==> config.mk <==
export PLATFORM = sky130hd
export DESIGN_NAME = pal_ram
export DESIGN_NICKNAME = d
export VERILOG_FILES = /design/src/hw/rtl/page_allocator_with_locks_core_macros.svh /design/src/hw/rtl/pal_ram.sv
export SDC_FILE = /design/constraint.sdc
export NUM_CORES = 1
export LEC_CHECK = 0
export ABC_AREA = 0
export BUFFER_PORTS_ARGS = -buffer_cell sky130_fd_sc_hd__buf_2
export CORE_MARGIN = 3
export CORE_UTILIZATION = 60
export DETAILED_ROUTE_END_ITERATION = 7
export GPL_TIMING_DRIVEN = 0
export PLACE_DENSITY = 0.84
export SKIP_LAST_GASP = 1
export SYNTH_ARGS = -nofsm -noshare
export SYNTH_HDL_FRONTEND = slang
export SYNTH_SLANG_ARGS = --single-unit
==> constraint.sdc <==
create_clock -name clk_i -period 2.4 [get_ports clk_i]
set_input_delay 0.48 -clock clk_i [delete_from_list [all_inputs] [get_ports clk_i]]
set_output_delay 0.48 -clock clk_i [all_outputs]
set_load 0.1 [all_outputs]
==> src/hw/rtl/page_allocator_with_locks_core_macros.svh <==
// assertion macros for the page allocator core
// expects clk_i and rst_ni in the scope of use
`ifndef PAGE_ALLOCATOR_WITH_LOCKS_CORE_MACROS_SVH
`define PAGE_ALLOCATOR_WITH_LOCKS_CORE_MACROS_SVH

// property checked on every clock edge outside reset
`define PAL_ASSERT(name, prop, msg) \
  name: assert property (@(posedge clk_i) disable iff (!rst_ni) (prop)) else $error(msg);

// implication from an antecedent to a consequent in the next cycle
`define PAL_ASSERT_NEXT(name, ante, cons, msg) \
  name: assert property (@(posedge clk_i) disable iff (!rst_ni) (ante) |=> (cons)) \
    else $error(msg);

`endif

==> src/hw/rtl/pal_ram.sv <==
// generic single write port ram with registered read
// no dependencies
`default_nettype none

module pal_ram #(
  parameter int unsigned Width = 8,
  parameter int unsigned Depth = 16
) (
  input  wire logic                     clk_i,
  input  wire logic                     we_i,
  input  wire logic [$clog2(Depth)-1:0] waddr_i,
  input  wire logic [Width-1:0]         wdata_i,
  input  wire logic                     re_i,
  input  wire logic [$clog2(Depth)-1:0] raddr_i,
  output logic      [Width-1:0]         rdata_o
);

  logic [Width-1:0] mem_q [Depth];
  logic [Width-1:0] rdata_q;

  always_ff @(posedge clk_i) begin
    if (we_i) begin
      mem_q[waddr_i] <= wdata_i;
    end
    if (re_i) begin
      rdata_q <= mem_q[raddr_i];
    end
  end

  assign rdata_o = rdata_q;

endmodule

`default_nettype wire

==> metrics.txt <==
Sink Count 136; fmax 496 MHz; post-synthesis register bit count 136; Hold Violations, Final 0; starting density of the core 62.7%; Yosys cell types 18; max capacitance violation total 0; DR vias/cell 6.64; setup tns final 0 ps; grt peak-use layer met1; Worst-Margin Slew 1310 ps; Overall Global Routing Usage 22.8%; fraction of the yosys area taken by sequential cells 78.1%; WL/cell 26.5 µm; Final min period 2020 ps; fillers 450; number of hold buffers added after cts 0; final net count 292; Final Max Slew Viols 0; global-route met2 utilization 32.3%; Tot Pwr 5.58 mW; vias in the first global route 2593; Die H 99.3 µm; drt drc 0; GR Layer Usage met1 35.0%; HP Class in2reg; worst skew pair latency 510 ps; CTS tree yes; Slew headroom 11.8%; global-route wire length before repair 15800 µm; critical path fanouts, max 8; CP endpoint kind flip-flop; post-CTS setup repair buffer count 0; CP Class in2reg; Area growth syn-to-layout 16.2%; unrepaired setup endpoints after global routing false; layout cells sized above 1 29.4%; Final Skew 8.88 ps; DP HPWL 6090 µm; Bufs on Longest Clock Path 2; Net Count, Synth 248; Reg clk slew, reported paths 60 ps; antenna-violating nets left 0; drt total wl 10400 µm; endpoints failing setup 0; row count 33; via count 2596; Critical Path AT 2140 ps; First-pass DRT Iterations 5; die width 99.3 µm; Cells after Synth 229; Port Buffer Count 25; leakage 2.03 nW; initial antenna violation count 0; Peak supply drop 0.641 mV; Cell Area, Synth 0.00523 mm²; Core Box Area 0.00834 mm²; Root Driver clkbuf_8; period utilisation layout 84.0%; placer congestion estimate 0.694; diode count 0; synth warn 0; Die Area 0.00987 mm²; CP startpoint kind input pin; met3 usage 6.24%; first-iteration detailed-routing DRC count 353; post-CTS sizing 0; status finished, final reports clean; largest net degree at the start of global routing 17; H-tree depth reported by CTS 4; power per cell area 918 mW/mm²; gr ovfl total 0; WP data required 2520 ps; TritonCTS buffer count 17; Ports 27; Mapped Avg Cell Area 22.8 µm²
-- layout by cell type (no fill, tap or decap) --
cell type	instances
edfxtp_1	136
nor2b_1	1
nand2_1	9
inv_6	2
nor3_1	4
clkinv_2	1
nand3_1	1
buf_4	1
bufinv_16	3
clkbuf_8	1
a22oi_1	16
or3b_2	1
nand3b_1	2
clkbuf_16	16
clkinvlp_4	4
buf_6	3
buf_2	28
clkdlybuf4s25_2	3
clkinv_1	2
clkinv_4	3
mux4_1	14
mux4_2	18
and2_1	1
and2b_1	1
nor2_1	13
nand2b_1	2
-- per-layer routing --
metal,wire length [µm],up-vias
met4,191,0
met5,0,-
met1,4280,1324
met3,1040,20
met2,4850,177
li1,-,1075
-- through the flow --
step	instances	hold WS (ps)	util (%)	worst slack (ps)	instance area (µm²)
6_report	391	319	72.8	384	6070
2_1_floorplan	229	579	-	427	5230
5_1_grt	391	307	72.8	302	6070
4_1_cts	391	310	72.8	362	6070
3_5_place_dp	359	744	65.8	-163	5480
3_3_place_gp	359	730	65.8	-94.9	5480
-- Yosys cell counts, drive strengths merged --
library cell / instances / area, µm²
edfxtp: 136 / 4080
mux4: 32 / 773
a22oi: 16 / 120
nor2: 13 / 48.8
nand2: 9 / 33.8
buf: 7 / 56.3
nor3: 4 / 20.0
clkdlybuf4s25: 3 / 30.0
nand2b: 2 / 12.5
nand3b: 2 / 15.0
and2: 1 / 6.26
and2b: 1 / 7.51
nand3: 1 / 5.00
nor2b: 1 / 6.26
or3b: 1 / 8.76
-- worst paths after layout --
check / cells after the start / to / startpoint / slack [ps]
setup / recovery: 3 / mem_q[0][6]$_DFFE_PP_ / waddr_i[2] / 380
hold / removal: 1 / rdata_o[3]$_DFFE_PP_ / re_i / 320
setup reg to reg: 3 / rdata_o[0]$_DFFE_PP_ / mem_q[0][0]$_DFFE_PP_ / 840
hold reg to reg: 3 / rdata_o[3]$_DFFE_PP_ / mem_q[11][3]$_DFFE_PP_ / 750
-- registers in the layout, indices dropped and copies added, names as in the netlist --
| register | count |
|---|---|
| mem_q | 128 |
| rdata_o | 8 |
-- power by group --
part	total [mW]	internal, mW	switching, mW
clock	2.55	1.58	0.971
sequential	2.69	2.68	0.0145
combinational	0.333	0.103	0.230
total	5.58	4.36	1.22
-- area by class of cell --
cell class	count	area [µm²]	share of cell area, %
multi-input cells	83	1060	17.4
clock buffers	17	414	6.82
well taps	105	131	2.16
repair buffers	25	125	2.06
flip-flops and latches	136	4080	67.2
clock inverters	15	176	2.90
plain buffers	10	86.3	1.42
-- cell families after synthesis --
kind of cell | count (synthesis) | synth area share (%)
flops | 136 | 78.1
simple gates | 35 | 3.14
mux | 32 | 14.8
compound gates | 16 | 2.30
buf+inv | 10 | 1.65
-- critical path, stage by stage --
cell and delay [ps]:
buf_2 110, or3b_2 530, nor3_1 1010
Note: power is estimated with default switching activity, not from simulation.
