==> src/hw/rtl/page_allocator_with_locks_core_macros.svh <==
// assertion macros for the page allocator core
// expects clk_i and rst_ni in the scope of use
`ifndef PAGE_ALLOCATOR_WITH_LOCKS_CORE_MACROS_SVH
`define PAGE_ALLOCATOR_WITH_LOCKS_CORE_MACROS_SVH

// property checked on every clock edge outside reset
`define PAL_ASSERT(name, prop, msg) \
  name: assert property (@(posedge clk_i) disable iff (!rst_ni) (prop)) else $error(msg);

// implication from an antecedent to a consequent in the next cycle
`define PAL_ASSERT_NEXT(name, ante, cons, msg) \
  name: assert property (@(posedge clk_i) disable iff (!rst_ni) (ante) |=> (cons)) \
    else $error(msg);

`endif

==> src/hw/rtl/pal_pkg.sv <==
// shared types and constants of the page allocator core
// no dependencies
`default_nettype none

package pal_pkg;

  localparam int unsigned MAX_PAGES     = 1024;
  localparam int unsigned RESERVED_PAGE = 0;

  localparam int unsigned PAGE_W = 10;
  localparam int unsigned CNT_W  = 11;
  localparam int unsigned SIZE_W = 17;
  localparam int unsigned ADDR_W = 26;
  localparam int unsigned PROD_W = PAGE_W + SIZE_W;
  localparam int unsigned OP_W   = 3;

  localparam int unsigned PADDR_W   = 3;
  localparam int unsigned PDATA_W   = 32;
  localparam logic        REG_PAGE_SIZE = 1'b0;
  localparam logic [SIZE_W-1:0] PAGE_SIZE_RST = SIZE_W'(4096);

  typedef enum logic [OP_W-1:0] {
    OP_ALLOC  = 3'd0,
    OP_FREE   = 3'd1,
    OP_MAP    = 3'd2,
    OP_LOCK   = 3'd3,
    OP_UNLOCK = 3'd4
  } op_e;

  // one page table entry
  typedef struct packed {
    logic valid;
    logic locked;
  } ent_t;

  localparam int unsigned ENT_W = $bits(ent_t);

  localparam ent_t ENT_MAPPED = '{valid: 1'b1, locked: 1'b0};
  localparam ent_t ENT_LOCKED = '{valid: 1'b1, locked: 1'b1};
  localparam ent_t ENT_FREE   = '{valid: 1'b0, locked: 1'b0};

  // allocator state held in flops
  typedef struct packed {
    logic [CNT_W-1:0]  high_water;
    logic [CNT_W-1:0]  free_top;
    logic [CNT_W-1:0]  used_count;
    logic [PAGE_W-1:0] top;      // stack[free_top-1], rest lives in ram
    logic              lock0;    // lock mark of the reserved page
  } state_t;

  // memory writes requested by one operation
  typedef struct packed {
    logic              tbl_we;
    logic [PAGE_W-1:0] tbl_addr;
    ent_t              tbl_data;
    logic              stk_we;
    logic [PAGE_W-1:0] stk_addr;
    logic [PAGE_W-1:0] stk_data;
  } wr_t;

  // one result word
  typedef struct packed {
    logic              ok;
    logic [PAGE_W-1:0] page;
    logic [ADDR_W-1:0] offset;
    logic [CNT_W-1:0]  used;
  } res_t;

endpackage

`default_nettype wire

==> src/hw/rtl/pal_exec.sv <==
// execute logic of one allocator operation: decision, next state, writes
// depends on pal_pkg
`default_nettype none

module pal_exec (
  input  wire pal_pkg::op_e                   op_i,
  input  wire logic [pal_pkg::PAGE_W-1:0]     page_i,
  input  wire logic [pal_pkg::ADDR_W-1:0]     addr_i,
  input  wire logic [pal_pkg::SIZE_W-1:0]     page_size_i,
  input  wire pal_pkg::state_t                st_i,
  input  wire pal_pkg::ent_t                  ent_i,
  input  wire logic [pal_pkg::PAGE_W-1:0]     stk_next_i,
  output pal_pkg::state_t                     st_o,
  output pal_pkg::wr_t                        wr_o,
  output pal_pkg::res_t                       res_o
);

  import pal_pkg::*;

  logic [PAGE_W-1:0] page;
  ent_t              ent;
  logic              below_hw;
  logic              at_hw;
  logic              has_room;
  logic              stack_some;
  logic [PROD_W-1:0] prod;
  logic              addr_match;
  logic              ok;
  logic              give_off;

  // allocate takes the stack top, or the next fresh page
  assign stack_some = (st_i.free_top != '0);
  assign page = (op_i == OP_ALLOC) ?
                (stack_some ? st_i.top : st_i.high_water[PAGE_W-1:0]) : page_i;

  // reserved page is valid from reset and its lock lives in a flop
  assign ent = (page == PAGE_W'(RESERVED_PAGE)) ?
               '{valid: 1'b1, locked: st_i.lock0} : ent_i;

  assign below_hw   = ({1'b0, page} < st_i.high_water);
  assign at_hw      = ({1'b0, page} == st_i.high_water);
  assign has_room   = (st_i.high_water < CNT_W'(MAX_PAGES));
  assign prod       = PROD_W'(page) * PROD_W'(page_size_i);
  assign addr_match = (PROD_W'(addr_i) == prod);

  always_comb begin
    st_o        = st_i;
    wr_o        = '0;
    ok          = 1'b0;
    give_off    = 1'b0;
    wr_o.tbl_addr = page;

    case (op_i)
      OP_ALLOC: begin
        if (stack_some) begin
          ok            = 1'b1;
          give_off      = 1'b1;
          st_o.free_top = st_i.free_top - CNT_W'(1);
          st_o.top      = stk_next_i;
          // a popped page that map revived stays as it is
          if (!ent.valid) begin
            wr_o.tbl_we     = 1'b1;
            wr_o.tbl_data   = ENT_MAPPED;
            st_o.used_count = st_i.used_count + CNT_W'(1);
          end
        end else if (has_room) begin
          ok              = 1'b1;
          give_off        = 1'b1;
          wr_o.tbl_we     = 1'b1;
          wr_o.tbl_data   = ENT_MAPPED;
          st_o.high_water = st_i.high_water + CNT_W'(1);
          st_o.used_count = st_i.used_count + CNT_W'(1);
        end
      end
      OP_FREE: begin
        if (page != PAGE_W'(RESERVED_PAGE) && below_hw && ent.valid && !ent.locked) begin
          ok              = 1'b1;
          wr_o.tbl_we     = 1'b1;
          wr_o.tbl_data   = ENT_FREE;
          st_o.used_count = st_i.used_count - CNT_W'(1);
          // full stack drops the push
          if (st_i.free_top < CNT_W'(MAX_PAGES)) begin
            if (stack_some) begin
              wr_o.stk_we   = 1'b1;
              wr_o.stk_addr = PAGE_W'(st_i.free_top - CNT_W'(1));
              wr_o.stk_data = st_i.top;
            end
            st_o.top      = page;
            st_o.free_top = st_i.free_top + CNT_W'(1);
          end
        end
      end
      OP_MAP: begin
        if (below_hw) begin
          ok       = 1'b1;
          give_off = 1'b1;
          if (!ent.valid) begin
            wr_o.tbl_we     = 1'b1;
            wr_o.tbl_data   = ENT_MAPPED;
            st_o.used_count = st_i.used_count + CNT_W'(1);
          end
        end else if (at_hw && has_room) begin
          ok              = 1'b1;
          give_off        = 1'b1;
          wr_o.tbl_we     = 1'b1;
          wr_o.tbl_data   = ENT_MAPPED;
          st_o.high_water = st_i.high_water + CNT_W'(1);
          st_o.used_count = st_i.used_count + CNT_W'(1);
        end
      end
      OP_LOCK: begin
        if (below_hw && ent.valid && !ent.locked) begin
          ok            = 1'b1;
          give_off      = 1'b1;
          wr_o.tbl_we   = 1'b1;
          wr_o.tbl_data = ENT_LOCKED;
          if (page == PAGE_W'(RESERVED_PAGE)) begin
            st_o.lock0 = 1'b1;
          end
        end
      end
      OP_UNLOCK: begin
        if (below_hw && ent.valid && ent.locked && addr_match) begin
          ok            = 1'b1;
          wr_o.tbl_we   = 1'b1;
          wr_o.tbl_data = ENT_MAPPED;
          if (page == PAGE_W'(RESERVED_PAGE)) begin
            st_o.lock0 = 1'b0;
          end
        end
      end
      default: begin
      end
    endcase
  end

  assign res_o.ok     = ok;
  assign res_o.page   = ok ? page : '0;
  assign res_o.offset = (ok && give_off) ? prod[ADDR_W-1:0] : '0;
  assign res_o.used   = st_o.used_count;

endmodule

`default_nettype wire

==> config.mk <==
export PLATFORM = sky130hd
export DESIGN_NAME = pal_exec
export DESIGN_NICKNAME = d
export VERILOG_FILES = /design/src/hw/rtl/page_allocator_with_locks_core_macros.svh /design/src/hw/rtl/pal_pkg.sv /design/src/hw/rtl/pal_exec.sv
export SDC_FILE = /design/constraint.sdc
export NUM_CORES = 1
export LEC_CHECK = 0
export BUFFER_PORTS_ARGS = -buffer_cell sky130_fd_sc_hd__buf_2
export CAP_MARGIN = 5
export CORE_ASPECT_RATIO = 0.7
export CORE_MARGIN = 10
export CORE_UTILIZATION = 61
export DETAILED_ROUTE_END_ITERATION = 16
export PLACE_DENSITY = 0.91
export RECOVER_POWER = 25
export SYNTH_ARGS = -nofsm -noshare
export SYNTH_HDL_FRONTEND = slang
export SYNTH_SLANG_ARGS = --single-unit
==> constraint.sdc <==
create_clock -name vclk -period 26
set_input_delay 1.3 -clock vclk [all_inputs]
set_output_delay 1.3 -clock vclk [all_outputs]
set_load 0.005 [all_outputs]
==> results of run 1 <==
==> worst max-delay path: cells and delay by family <==
kind / cells / cell delay, ps
buffers and inverters: 5 / 1290
AND/OR/NAND/NOR: 7 / 3290
AO/OA/AOI/OAI: 5 / 2250
adder cells (fa/ha/maj): 7 / 3320
==> per-stage QoR <==
stage	hold slack [ps]	cell area, um^2
after floorplan	2650	9220
after global placement	2900	10400
after detailed placement	2920	10400
after CTS	2920	10400
after global routing	2940	10300
final	2920	10300
==> cells in the mapped netlist, drive strengths merged (13+ instances only) <==
library cell    n
nand2         162
inv           126
fa            118
and2           99
a21oi          91
nor2           84
ha             79
clkbuf         55
o21ai          41
buf            37
xnor2          31
nand3          29
nor3           26
xor2           26
nand4          22
nor4           18
o22ai          16
and3           15
a21boi         13
==> report_power, final <==
group | switching [uW] | leakage (uW) | internal, uW | total (uW)
Clock | 0 | 0.0000000254 | 0.0000206 | 0.0000207
Sequential | 0 | 0 | 0 | 0
Combinational | 775 | 0.00496 | 517 | 1290
==> routing by layer <==
layer / global-route usage, % / vias to the layer above
li1: - / 4503
met2: 50.2 / 668
met3: 8.37 / 56
met1: 42.8 / 4795
met5: 0 / -
met4: 6.95 / 0
==> logic make-up after synthesis <==
kind of cell / Yosys count
AND/OR/NAND/NOR: 491
buffers and inverters: 218
adder cells (fa/ha/maj): 197
AO/OA/AOI/OAI: 249
multiplexers: 18
XOR/XNOR: 67
==> layout make-up <==
type                            instances  area share [%]
Antenna cell                            4          0.0971
Inverter                              126            4.59
Multi-Input combinational cell       1022            80.8
Tap cell                              195            2.37
Timing Repair Buffer                  252            12.1
==> final timing paths <==
check,cells past startpoint,end,slack (ps)
max,24,st_o[0],13230
min,3,st_o[41],2920
==> flow_summary.rst, run 1 <==
.. list-table::
   :header-rows: 1

   * - Metric
     - Value
   * - Run status
     - finished clean
   * - Highest Clock Rate
     - 78.3 MHz
   * - Starting DRC count in detailed routing
     - 1216
   * - Source of the worst hold timing path
     - st_i[41]
   * - Launching element type of the critical path
     - primary input
   * - Warning count from the yosys run
     - 0
   * - Area inside the core boundary
     - 0.0148 mm^2
   * - Sequential area share after synthesis
     - 0%
   * - Final WS setup
     - 13230 ps
   * - Number of buffers added on ports
     - 238
   * - Cell variety after synth
     - 75
   * - Fraction of synthesized cell area taken by the top area cell type
     - 25.6%
   * - Synth Cell Area
     - 0.00922 mm^2
   * - Sort of element at the end of the critical path
     - output port
   * - Number of global-route vias before repair
     - 10000
   * - Routed wire length
     - 33600 um
   * - Total instance count after detailed placement
     - 1595
   * - Setup repair after global routing missed its margin
     - no
   * - Simple-gate area share of the yosys netlist
     - 26.5%
   * - Post-cts resize count
     - 0
   * - Final period utilization
     - 49.1%
   * - Most area-consuming cells after synthesis
     - sky130_fd_sc_hd__fa_1 26%, sky130_fd_sc_hd__ha_1 11%, sky130_fd_sc_hd__and2_1 6.7%
   * - Post-layout power
     - 1290 uW
   * - Clock buffer count
     - 0
   * - Full die area
     - 0.0205 mm^2
   * - Global-route wire length before repair
     - 53800 um
   * - Worst slack at placement
     - 14360 ps
   * - Maximum number of pins on one net before global-route repair
     - 28
   * - Mapped Nets
     - 1549
   * - Maximum cell stage delay along the critical path
     - 1050 ps
   * - Post-synthesis cell type with the largest combined area
     - sky130_fd_sc_hd__fa_1
   * - Slew Limit Headroom
     - 5.81%
   * - Count of TritonRoute iterations in the first routing pass
     - 5
   * - Number of max-slew violations in the final report
     - 0
   * - GPL Wtd Cong
     - 1.08
   * - Maximum vdd ir drop
     - 0.139 mV
   * - Highest-count cells in the layout ignoring fill and taps
     - 217 x sky130_fd_sc_hd__buf_2, 162 x sky130_fd_sc_hd__nand2_1, 126 x sky130_fd_sc_hd__inv_1, 118 x sky130_fd_sc_hd__fa_1, 98 x sky130_fd_sc_hd__and2_1
   * - Postcts setup bufs
     - 0
   * - Count of final hold-check violations
     - 0
   * - Synthesis-to-finish area growth
     - 11.8%
   * - Overall die height
     - 123 um
   * - Critical Path Most Common Cell
     - sky130_fd_sc_hd__fa_1
   * - Biggest fanout along the worst timing path
     - 27
   * - Share of synthesized area spent on multiplexers
     - 2.09%
   * - CTS Hold Bufs
     - 0
   * - Setup TNS
     - 0 ps
   * - Post-detail-place hpwl
     - 27800 um
   * - Top sig layer
     - met4
   * - Post-layout utilization of the core
     - 69.8%
   * - Final Non-Filler Cells
     - 1599
   * - Final setup violation count
     - 0
   * - Ratio of cells with drive above 1 in the final layout
     - 18.4%
   * - Critical Path, Cell by Cell
     - clkbuf_1 > inv_1 > ha_1 > nor3b_1 > nand4_1 > a21oi_1 > clkbuf_1 > nand2_1 > fa_1 > fa_1 > fa_1 > fa_1 > inv_1 > fa_1 > ha_1 > nand4_1 > a2111oi_0 > or2_1 > a21oi_1 > a2111oi_0 > nand4b_1 > or4_4 > a21o_1 > buf_2
   * - Fill cell count
     - 1265
   * - Fraction of synthesized cell area in xor and xnor cells
     - 7.90%
   * - Clock period minus worst slack
     - 12770 ps
   * - Grt total ovfl
     - 0
   * - Footprint of the multi-input gates
     - 0.00834 mm^2
   * - Fraction of the mapped netlist area in adder cells
     - 36.3%
   * - Worst setup startpoint
     - st_i[22]
   * - Number of nets with antenna violations after detailed routing
     - 0
   * - Cell at the slowest stage of the critical path
     - sky130_fd_sc_hd__nand4_1
   * - M1 WL
     - 14000 um
   * - Flip-flop and latch count
     - 0
   * - # IOs
     - 238
   * - Most common cell after layout, fill and taps aside
     - sky130_fd_sc_hd__buf_2
   * - Share of the synthesized area in compound gates (AO/OA/AOI/OAI)
     - 17.4%
   * - Number of antenna violations at the first check in global routing
     - 5
   * - Post-layout nets
     - 1711
   * - Number of standard cells after synthesis
     - 1240
   * - Data required time of the worst path
     - 24700 ps
   * - Post-synthesis average cell area
     - 7.44 um^2
   * - Met3 routed WL
     - 4240 um
   * - Max capacitance violation total
     - 0
   * - Number of vias in the routed layout
     - 10000
   * - Die width
     - 167 um
   * - Number of vias per cell after detailed routing
     - 6.27
   * - Worst-Margin Slew
     - 1410 ps
   * - Register cell area after layout
     - 0 um^2
   * - Endpoint arrival time on the critical path
     - 11470 ps
   * - Type of the most critical hold path
     - primary input to output port
   * - Cell Rows
     - 37
   * - Total routing resource utilization after global routing
     - 31.7%
   * - Met2 wirelength from detailed routing
     - 14800 um
   * - Power Dens Cells
     - 125 mW/mm^2
   * - DRC violation count after routing
     - 0
   * - Worst Path Class, Setup
     - primary input to output port
   * - Routed len/inst
     - 21.0 um
   * - Leakage component of the power
     - 0.00496 uW
   * - Main combinational cell family by area after synthesis
     - adder cells
   * - Starting utilization of the core area
     - 62.5%
(Power assumes the default switching activity.)
==> inputs of run 2 (changes only) <==
CORE_UTILIZATION = 52   (was 61)
PLACE_DENSITY = 0.83   (was 0.91)
clock period = 11.7 ns   (was 26 ns; I/O delays follow)
==> run 2 against run 1 <==
Flip-flop and latch count unchanged; the flow now finishes with violations (capacitance limit, slew limit); wire length rose by 1.2%; sequential share of layout area is the same; core utilization decreased by 9.8 points; global-route usage shrank 3.9 points; critical path depth grew 1; total power is 120% higher; worst hold slack got worse by 1400 ps; via count down 0.45%; die area grew 15%; first-iteration DRC count is 9.7% lower; clock-buffer cell count is the same.
==> flow_summary.rst, run 2 (synthesized netlist as in run 1, its figures left out) <==
.. list-table::
   :header-rows: 1

   * - Metric
     - Value
   * - Run status
     - finished, violations left
   * - Violations in the final reports
     - capacitance limit, slew limit
   * - Overall die height
     - 131 um
   * - Met3 routed WL
     - 4380 um
   * - Number of nets with antenna violations after detailed routing
     - 0
   * - Highest-count cells in the layout ignoring fill and taps
     - 220 x sky130_fd_sc_hd__buf_2, 162 x sky130_fd_sc_hd__nand2_1, 126 x sky130_fd_sc_hd__inv_1, 118 x sky130_fd_sc_hd__fa_1, 98 x sky130_fd_sc_hd__and2_1
   * - Top sig layer
     - met5
   * - Highest Clock Rate
     - 93.6 MHz
   * - Maximum number of pins on one net before global-route repair
     - 28
   * - GPL Wtd Cong
     - 1.00
   * - Setup TNS
     - 0 ps
   * - Starting DRC count in detailed routing
     - 1098
   * - Count of TritonRoute iterations in the first routing pass
     - 5
   * - Clock period minus worst slack
     - 10690 ps
   * - Worst-Margin Slew
     - 1650 ps
   * - Slew Limit Headroom
     - -11.0%
   * - Maximum cell stage delay along the critical path
     - 1270 ps
   * - Routed wire length
     - 34100 um
   * - Routed len/inst
     - 20.8 um
   * - Sort of element at the end of the critical path
     - output port
   * - Number of buffers added on ports
     - 238
   * - Ratio of cells with drive above 1 in the final layout
     - 18.7%
   * - Leakage component of the power
     - 0.00499 uW
   * - Endpoint arrival time on the critical path
     - 10100 ps
   * - Final setup violation count
     - 0
   * - Synthesis-to-finish area growth
     - 12.3%
   * - # IOs
     - 238
   * - Count of final hold-check violations
     - 0
   * - Worst Path Class, Setup
     - primary input to output port
   * - Number of vias in the routed layout
     - 9977
   * - DRC violation count after routing
     - 0
   * - Number of buffer and inverter instances along the worst setup path
     - 5
   * - Postcts setup bufs
     - 0
   * - Post-detail-place hpwl
     - 29000 um
   * - Max capacitance violation total
     - 1
   * - Biggest fanout along the worst timing path
     - 27
   * - Type of the most critical hold path
     - primary input to output port
   * - Die width
     - 179 um
   * - Cell Rows
     - 40
   * - Flip-flop and latch count
     - 0
   * - Post-cts resize count
     - 0
   * - Number of vias per cell after detailed routing
     - 6.11
   * - Area inside the core boundary
     - 0.0173 mm^2
   * - Maximum vdd ir drop
     - 0.334 mV
   * - Post-layout nets
     - 1712
   * - Number of max-slew violations in the final report
     - 16
   * - Met2 wirelength from detailed routing
     - 14400 um
   * - Critical Path Most Common Cell
     - sky130_fd_sc_hd__fa_1
   * - CTS Hold Bufs
     - 0
   * - Register cell area after layout
     - 0 um^2
   * - Cell at the slowest stage of the critical path
     - sky130_fd_sc_hd__a31oi_1
   * - Power Dens Cells
     - 278 mW/mm^2
   * - Global-route wire length before repair
     - 53800 um
   * - Post-layout power
     - 2870 uW
   * - Starting utilization of the core area
     - 53.4%
   * - Grt total ovfl
     - 0
   * - Launching element type of the critical path
     - primary input
   * - Data required time of the worst path
     - 11120 ps
   * - Number of antenna violations at the first check in global routing
     - 6
   * - CP top delay family
     - compound AO/OA/AOI/OAI gates
   * - Setup repair after global routing missed its margin
     - no
   * - Total routing resource utilization after global routing
     - 27.9%
   * - Most common cell after layout, fill and taps aside
     - sky130_fd_sc_hd__buf_2
   * - Number of global-route vias before repair
     - 9860
   * - Clock buffer count
     - 0
   * - Full die area
     - 0.0235 mm^2
   * - M1 WL
     - 14700 um
   * - Final period utilization
     - 91.4%
-- run 2: metrics by stage --
stage	std cells	hold WS, ps	util, %	cell area (um^2)	setup WS [ps]
6_report	1634	1480	60.0	10400	1010
5_1_grt	1634	1510	60.0	10400	336
4_1_cts	1632	1490	60.4	10400	1410
3_5_place_dp	1632	1490	60.4	10400	1450
3_3_place_gp	1632	1480	60.4	10400	1720
2_1_floorplan	1240	1220	-	9220	2840
-- run 2: power by group --
part           leakage [uW]  internal, uW  switching, uW
sequential                0             0              0
clock          0.0000000127     0.0000229              0
combinational       0.00499          1160           1720
-- run 2: path summary, 6_finish.rpt --
| check | end | slack (ps) | cells past startpoint | start |
|---|---|---|---|---|
| max | st_o[0] | 1010 | 25 | st_i[22] |
| min | st_o[40] | 1480 | 3 | st_i[40] |
-- run 2: layer usage --
metal / vias up / track usage, %
met4: 4 / 4.68
met5: - / 0
li1: 4496 / -
met2: 680 / 40.6
met1: 4745 / 41.0
met3: 52 / 6.73
-- run 2: final cells by class --
class	instances	area, um^2
Multi-Input combinational cell	1022	8320
Antenna cell	2	5.00
Fill cell	1637	6910
Timing Repair Buffer	253	1270
Tap cell	231	289
Inverter	126	473
